### config.mk
export PLATFORM = sky130hd
export DESIGN_NAME = rac_ctrl
export DESIGN_NICKNAME = d
export VERILOG_FILES = /design/src/rtl/rac_pkg.sv /design/src/rtl/rac_ctrl.sv
export SDC_FILE = /design/constraint.sdc
export NUM_CORES = 1
export LEC_CHECK = 0
export BUFFER_PORTS_ARGS = -buffer_cell sky130_fd_sc_hd__buf_2
export CORE_AREA = 2 2 39 41
export DETAILED_ROUTE_END_ITERATION = 8
export DIE_AREA = 0 0 41 43
export PLACE_DENSITY = 0.74
export SLEW_MARGIN = 20
export SYNTH_ARGS = -nofsm -noshare
export SYNTH_HDL_FRONTEND = slang
export SYNTH_SLANG_ARGS = --single-unit
### constraint.sdc
create_clock -name clk -period 1.55 [get_ports clk]
set_clock_uncertainty 0.2 [all_clocks]
set_input_delay 0.155 -clock clk [delete_from_list [all_inputs] [get_ports clk]]
set_output_delay 0.155 -clock clk [all_outputs]
set_load 0.05 [all_outputs]
### src/rtl/rac_pkg.sv
// shared types and constants for the rational arithmetic and compare unit
package rac_pkg;

  // operation codes
  localparam logic [3:0] OP_ADD = 4'd0;
  localparam logic [3:0] OP_SUB = 4'd1;
  localparam logic [3:0] OP_MUL = 4'd2;
  localparam logic [3:0] OP_DIV = 4'd3;
  localparam logic [3:0] OP_EQ  = 4'd4;
  localparam logic [3:0] OP_NE  = 4'd5;
  localparam logic [3:0] OP_LT  = 4'd6;
  localparam logic [3:0] OP_LE  = 4'd7;
  localparam logic [3:0] OP_GT  = 4'd8;
  localparam logic [3:0] OP_GE  = 4'd9;

  // input word
  typedef struct packed {
    logic        [3:0]  req_type;
    logic signed [31:0] a_num;
    logic        [30:0] a_den;
    logic signed [31:0] b_num;
    logic        [30:0] b_den;
  } rac_in_t;

  // result word
  typedef struct packed {
    logic signed [31:0] res_num;
    logic        [30:0] res_den;
    logic               cmp_true;
    logic               div_zero;
    logic               overflow;
  } rac_out_t;

  // which cross product the shared multiplier forms
  typedef enum logic [1:0] {
    MS_NONE,
    MS_FIRST,
    MS_SECOND,
    MS_THIRD
  } rac_mul_step_t;

  // controller states
  typedef enum logic [3:0] {
    ST_IDLE,
    ST_MUL1,
    ST_MUL2,
    ST_MUL3,
    ST_FORM,
    ST_ABS,
    ST_CHK,
    ST_GCD,
    ST_GSH,
    ST_DIVN_INIT,
    ST_DIVN,
    ST_DIVD_INIT,
    ST_DIVD,
    ST_FIN
  } rac_state_t;

  // commands from controller to datapath
  typedef struct packed {
    logic          load;
    rac_mul_step_t mul_step;
    logic          form;
    logic          absv;
    logic          gcd_step;
    logic          gsh;
    logic          div_init;
    logic          div_sel_den;
    logic          div_step;
    logic          cap_rn;
    logic          out_load;
  } rac_cmd_t;

  // status from datapath to controller
  typedef struct packed {
    logic is_arith;
    logic den_zero;
    logic mag_zero;
    logic gcd_done;
    logic div_last;
  } rac_sts_t;

endpackage

### src/rtl/rac_ctrl.sv
// controller: sequences multiply, reduce, divide and result hand-off
module rac_ctrl import rac_pkg::*; (
  input  logic     clk,
  input  logic     rst_n,
  input  logic     in_valid,
  output logic     in_stall,
  output logic     out_valid,
  input  logic     out_stall,
  input  rac_sts_t sts,
  output rac_cmd_t cmd
);

  rac_state_t state_r, state_nxt;
  logic       out_valid_r, out_valid_nxt;
  logic       slot_free;

  assign slot_free = !out_valid_r || !out_stall;

  // next state
  always_comb begin
    state_nxt = state_r;
    case (state_r)
      ST_IDLE:      if (in_valid) state_nxt = ST_MUL1;
      ST_MUL1:      state_nxt = ST_MUL2;
      ST_MUL2:      state_nxt = sts.is_arith ? ST_MUL3 : ST_FIN;
      ST_MUL3:      state_nxt = ST_FORM;
      ST_FORM:      state_nxt = ST_ABS;
      ST_ABS:       state_nxt = ST_CHK;
      ST_CHK:       state_nxt = (sts.den_zero || sts.mag_zero) ? ST_FIN : ST_GCD;
      ST_GCD:       if (sts.gcd_done) state_nxt = ST_GSH;
      ST_GSH:       state_nxt = ST_DIVN_INIT;
      ST_DIVN_INIT: state_nxt = ST_DIVN;
      ST_DIVN:      if (sts.div_last) state_nxt = ST_DIVD_INIT;
      ST_DIVD_INIT: state_nxt = ST_DIVD;
      ST_DIVD:      if (sts.div_last) state_nxt = ST_FIN;
      ST_FIN:       if (slot_free) state_nxt = ST_IDLE;
      default:      state_nxt = ST_IDLE;
    endcase
  end

  // command outputs
  always_comb begin
    cmd = '0;
    cmd.mul_step = MS_NONE;
    case (state_r)
      ST_IDLE:      cmd.load = in_valid;
      ST_MUL1:      cmd.mul_step = MS_FIRST;
      ST_MUL2:      cmd.mul_step = MS_SECOND;
      ST_MUL3:      cmd.mul_step = MS_THIRD;
      ST_FORM:      cmd.form = 1'b1;
      ST_ABS:       cmd.absv = 1'b1;
      ST_GCD:       cmd.gcd_step = !sts.gcd_done;
      ST_GSH:       cmd.gsh = 1'b1;
      ST_DIVN_INIT: cmd.div_init = 1'b1;
      ST_DIVN:      cmd.div_step = 1'b1;
      ST_DIVD_INIT: begin
        cmd.cap_rn      = 1'b1;
        cmd.div_init    = 1'b1;
        cmd.div_sel_den = 1'b1;
      end
      ST_DIVD:      cmd.div_step = 1'b1;
      ST_FIN:       cmd.out_load = slot_free;
      default:      cmd = '0;
    endcase
  end

  // output word valid
  always_comb begin
    out_valid_nxt = out_valid_r && out_stall;
    if (cmd.out_load) out_valid_nxt = 1'b1;
  end

  always_ff @(posedge clk) begin
    if (!rst_n) begin
      state_r     <= ST_IDLE;
      out_valid_r <= 1'b0;
    end else begin
      state_r     <= state_nxt;
      out_valid_r <= out_valid_nxt;
    end
  end

  assign in_stall  = state_r != ST_IDLE;
  assign out_valid = out_valid_r;

endmodule

After elaboration in Yosys (flattened, before gate mapping)
Index checks and enable logic that the tools add are counted.
{"block": "word_totals", "reg_bits": 5, "latchBits": 0, "ram_bits": 0, "rom_bits": 0, "inputBits": 9, "word_cells": 50, "mem_count": 0}
{"block": "op_classes", "add_sub_neg": 0, "n_mul": 0, "n_div": 0, "magnitude_cmp": 0, "eq_ne": 18, "n_shift": 0, "n_mux": 19, "bitwise_logic": 0, "n_reduce_logical": 11}
{"cell": "$pmux W4 S14", "n": 1}
{"cell": "$mux W4", "n": 7}
{"cell": "$eq A4 B4 Y1 const B", "n": 6}
{"cell": "$eq A4 B3 Y1 const B", "n": 4}
{"cell": "$mux W1", "n": 10}
{"cell": "$ne A2 B2 Y1 const B", "n": 5}
{"cell": "$eq A4 B2 Y1 const B", "n": 2}
{"cell": "$pmux W2 S3", "n": 1}
{"cell": "$reduce_and A5 Y1", "n": 1}
{"cell": "$eq A4 B1 Y1 const B", "n": 1}
{"cell": "$logic_not A4 Y1", "n": 1}
{"cell": "$reduce_bool A4 Y1", "n": 1}
{"cell": "$reduce_or A2 Y1", "n": 2}
{"cell": "$logic_not A1 Y1", "n": 3}
{"cell": "$logic_or A1 B1 Y1", "n": 2}
{"cell": "$logic_and A1 B1 Y1", "n": 1}

Longest topological paths before layout
{"block": "depth", "word_depth": 4, "depth_mapped": 6}

Least setup slack after synthesis
OpenSTA, ideal clock, no wires.
{"block": "synth_timing", "path_type": "reg-to-reg", "startpoint": "reg state_r[1]", "endpoint": "reg state_r[0]", "t_arrival_ns": 2.067, "t_required_ns": 1.291, "path_slack_ns": -0.776, "stages_incl_launch_ff": 6, "path_buffers": 1, "period_less_slack_ns": 2.326, "path_cell_list": "dfxtp_1 > buf_2 > nand2_1 > nor3_1 > o21bai_1 > a22o_1"}
{"block": "synth_between", "elab_chain_len": 3, "word_cells_on_any_way": 21, "cone_classes": "eq/ne (18); mux (1); reduce/logical (2)"}
{"element": "from (decl)", "line": "rac_ctrl.sv:13", "source": "rac_state_t state_r, state_nxt;"}
{"element": "from (signal assigned)", "line": "rac_ctrl.sv:78", "source": "state_r <= state_nxt;"}
{"element": "$eq A4 B4 Y1 (tied with other cells)", "line": "rac_ctrl.sv:22", "source": "case (state_r)"}
{"element": "$ne A2 B2 Y1 (no line)"}
{"element": "$reduce_and A5 Y1 (no line)"}
Several ways; a longest one is shown, not always the timed one.
A chain may end at the register's enable or synchronous reset.

==> reports/metrics.cfg <==
[synth]
netlist_area_sq_um=478
synth-async-reset-ratio=0
ys_ff_latch=5
synth.area.top_cells=dfxtp_1, nor2_1, nor3_1, nand2_1, nand2b_1
seq_area_frac_synth=0.209
syn_inst=67
avgSynthCellArea_sq_um=7.13
synth_area_leader_cell=dfxtp_1
yosysWarnings=0
ys_types=30
synth.top_cell.area_share=0.209
ys.flop_type=dfxtp_1
synth-edff-count=0
yosysMostFrequentCell=nor2_1
synth_commonest_cells=nor2_1, nand2_1, nor3_1
synth_nets=76

[timing]
max_freq_mhz=603
maxSlewHeadroom=0.836
worst_slew_pin_slew_ps=243
fin_crit_ps=1660
timing.final.ws_setup_ps=-107
rsz0062_at_grt=yes
setup_viol=11
setup-tns-final_ps=-624
slew_viol_final=0
finalCritPeriodShare=1.07
finalHoldViolations=0

[drt]
viasPerCell=5.64
routed_wirelength_um=2190
dr.pass1.iters=4
drc=0
drt_iter0_markers=16
antenna_left=0
routedWlPerCell_um=17.8
num_vias=694

[power]
power.switching_w=0.000634
internal_power_w=0.000688
p_leak_nw=0.438
p_clk_frac=0.117
combPwrFrac=0.717
power_frac_seq=0.167
ir_drop_mv=0.689
powerDensity_nw_per_um2=1260
switching_share=0.480

[clocking]
cts_tree=done
cts_buffers=3
clockBufferDepth=2
clkSinkCount=5
htreeDepth=1
clk_latency_ps=240
clkTransAtPathRegs_ps=50
cts_root_buf=clkbuf_4

[critical_path]
critPathKind=reg -> out
r2r_setup_slack_ps=-80
cp-end-kind=output port
cp-start-kind=register
worstPathRequired_ps=1190
r2r_start=state_r[1]
cp.arrival_ps=1300
crit_path_max_fanout=5
startpoint=state_r[2]
reg2regPathDepth=5

[placement]
placed_area_sq_um=738
dpl_worst_slack_ps=-53.2
io_buffers=22
dp_hpwl_um=1110
gp_congestion=0.855

[global_routing]
grt_pass1_vias=636
antenna_found_initial=0
grt_use_total=0.223
grt_overflow_total=0
grt_max_degree=11
grt_pass1_wl_um=2710

[final_layout]
final_area_sq_um=1050
drive_gt1_frac=0.701
diodes=0
syn2layout_area_growth_pct=120
fin_util=0.761
nets=117

[worst_hold_path]
min_from=rst_n
holdCritPathClass=in -> reg
hold_path_depth=3

[run_status]
status=complete, but fails checks
violations=negative setup slack

[die]
core.rowCount=14
die_height_um=43
die_w_um=41
die_area_sq_um=1760
floorplan.initialDensity=0.345
core_sq_um=1380
io_pins=23

[run]
max_cap_viol_count=0

power groups by stage:
stage / Combinational, W / Sequential [W] / Clock (W)
2_1_floorplan: 0.000460 / 0.000173 / 0
3_3_place_gp: 0.000636 / 0.000187 / 0
3_5_place_dp: 0.000650 / 0.000189 / 0
4_1_cts: 0.000789 / 0.000204 / 0.000148
5_1_grt: 0.000993 / 0.000222 / 0.000162
6_report: 0.000948 / 0.000220 / 0.000154
sequential cells by signal, indices dropped and copies added (netlist names):
| name | cells |
|---|---|
| state_r | 4 |
| out_valid | 1 |
cells by family after synthesis:
group,count (synthesis),share of synthesized area
AO/OA/AOI/OAI,15,0.241
AND/OR/NAND/NOR,37,0.390
XOR/XNOR,1,0.0183
flip-flops,5,0.209
multiplexers,2,0.0419
buffers and inverters,7,0.0995
layout by cell type, fill, tap and decap left out, types with 2 or more instances in the layout:
master / Yosys / final
buf_8: 0 / 3
o21ai_0: 2 / 2
buf_6: 1 / 16
mux2i_1: 2 / 2
or3_1: 2 / 2
a21oi_2: 0 / 2
nand2b_4: 0 / 4
nor2_4: 0 / 6
nor2_1: 10 / 3
dfxtp_4: 0 / 4
buf_2: 2 / 9
nor3_1: 7 / 4
nor3_4: 0 / 3
clkbuf_4: 1 / 3
nand2_1: 9 / 8
buf_4: 2 / 13
routing by layer:
| metal | share of wire | wire [um] | vias up | global-route usage |
|---|---|---|---|---|
| met5 | 0 | 0 | - | 0 |
| met4 | 0.036 | 78 | 0 | 0.0400 |
| met3 | 0.045 | 99 | 8 | 0.0157 |
| met2 | 0.53 | 1160 | 37 | 0.438 |
| met1 | 0.39 | 850 | 327 | 0.235 |
| li1 | - | - | 322 | - |
path summary, 6_finish.rpt:
path,endpoint
setup / recovery,cmd[11]
hold reg to reg,out_valid
setup reg to reg,state_r[0]
hold / removal,state_r[2]
cell type report:
type                            instances  area, sq um
Timing Repair Buffer                   42          388
Fill cell                              89          330
Sequential cell                         5          116
Inverter                                1         3.75
Tap cell                               16         20.0
Clock buffer                            4         26.3
Multi-Input combinational cell         55          499
worst max-delay path, stage by stage (launching register included):
cell,delay (ps)
dfxtp_4,370
buf_6,130
buf_6,120
nor2_4,100
and3_4,190
buf_8,140
per-stage QoR:
stage	cells	hold slack, ps	power (W)
after floorplan	67	69.6	0.000634
after global placement	115	256	0.000824
after detailed placement	115	265	0.000839
after CTS	121	16.2	0.00114
after global routing	123	49.3	0.00138
final	123	29.6	0.00132
timing repair:
action	CTS	global route
endpoints found under the setup margin	15	16
hold buffers	0	0
pin swaps	4	5
hold endpoints to repair	0	0
setup buffers	2	2
resized for setup	47	24
cloned	0	0
Power figures use the tool's default switching activity.
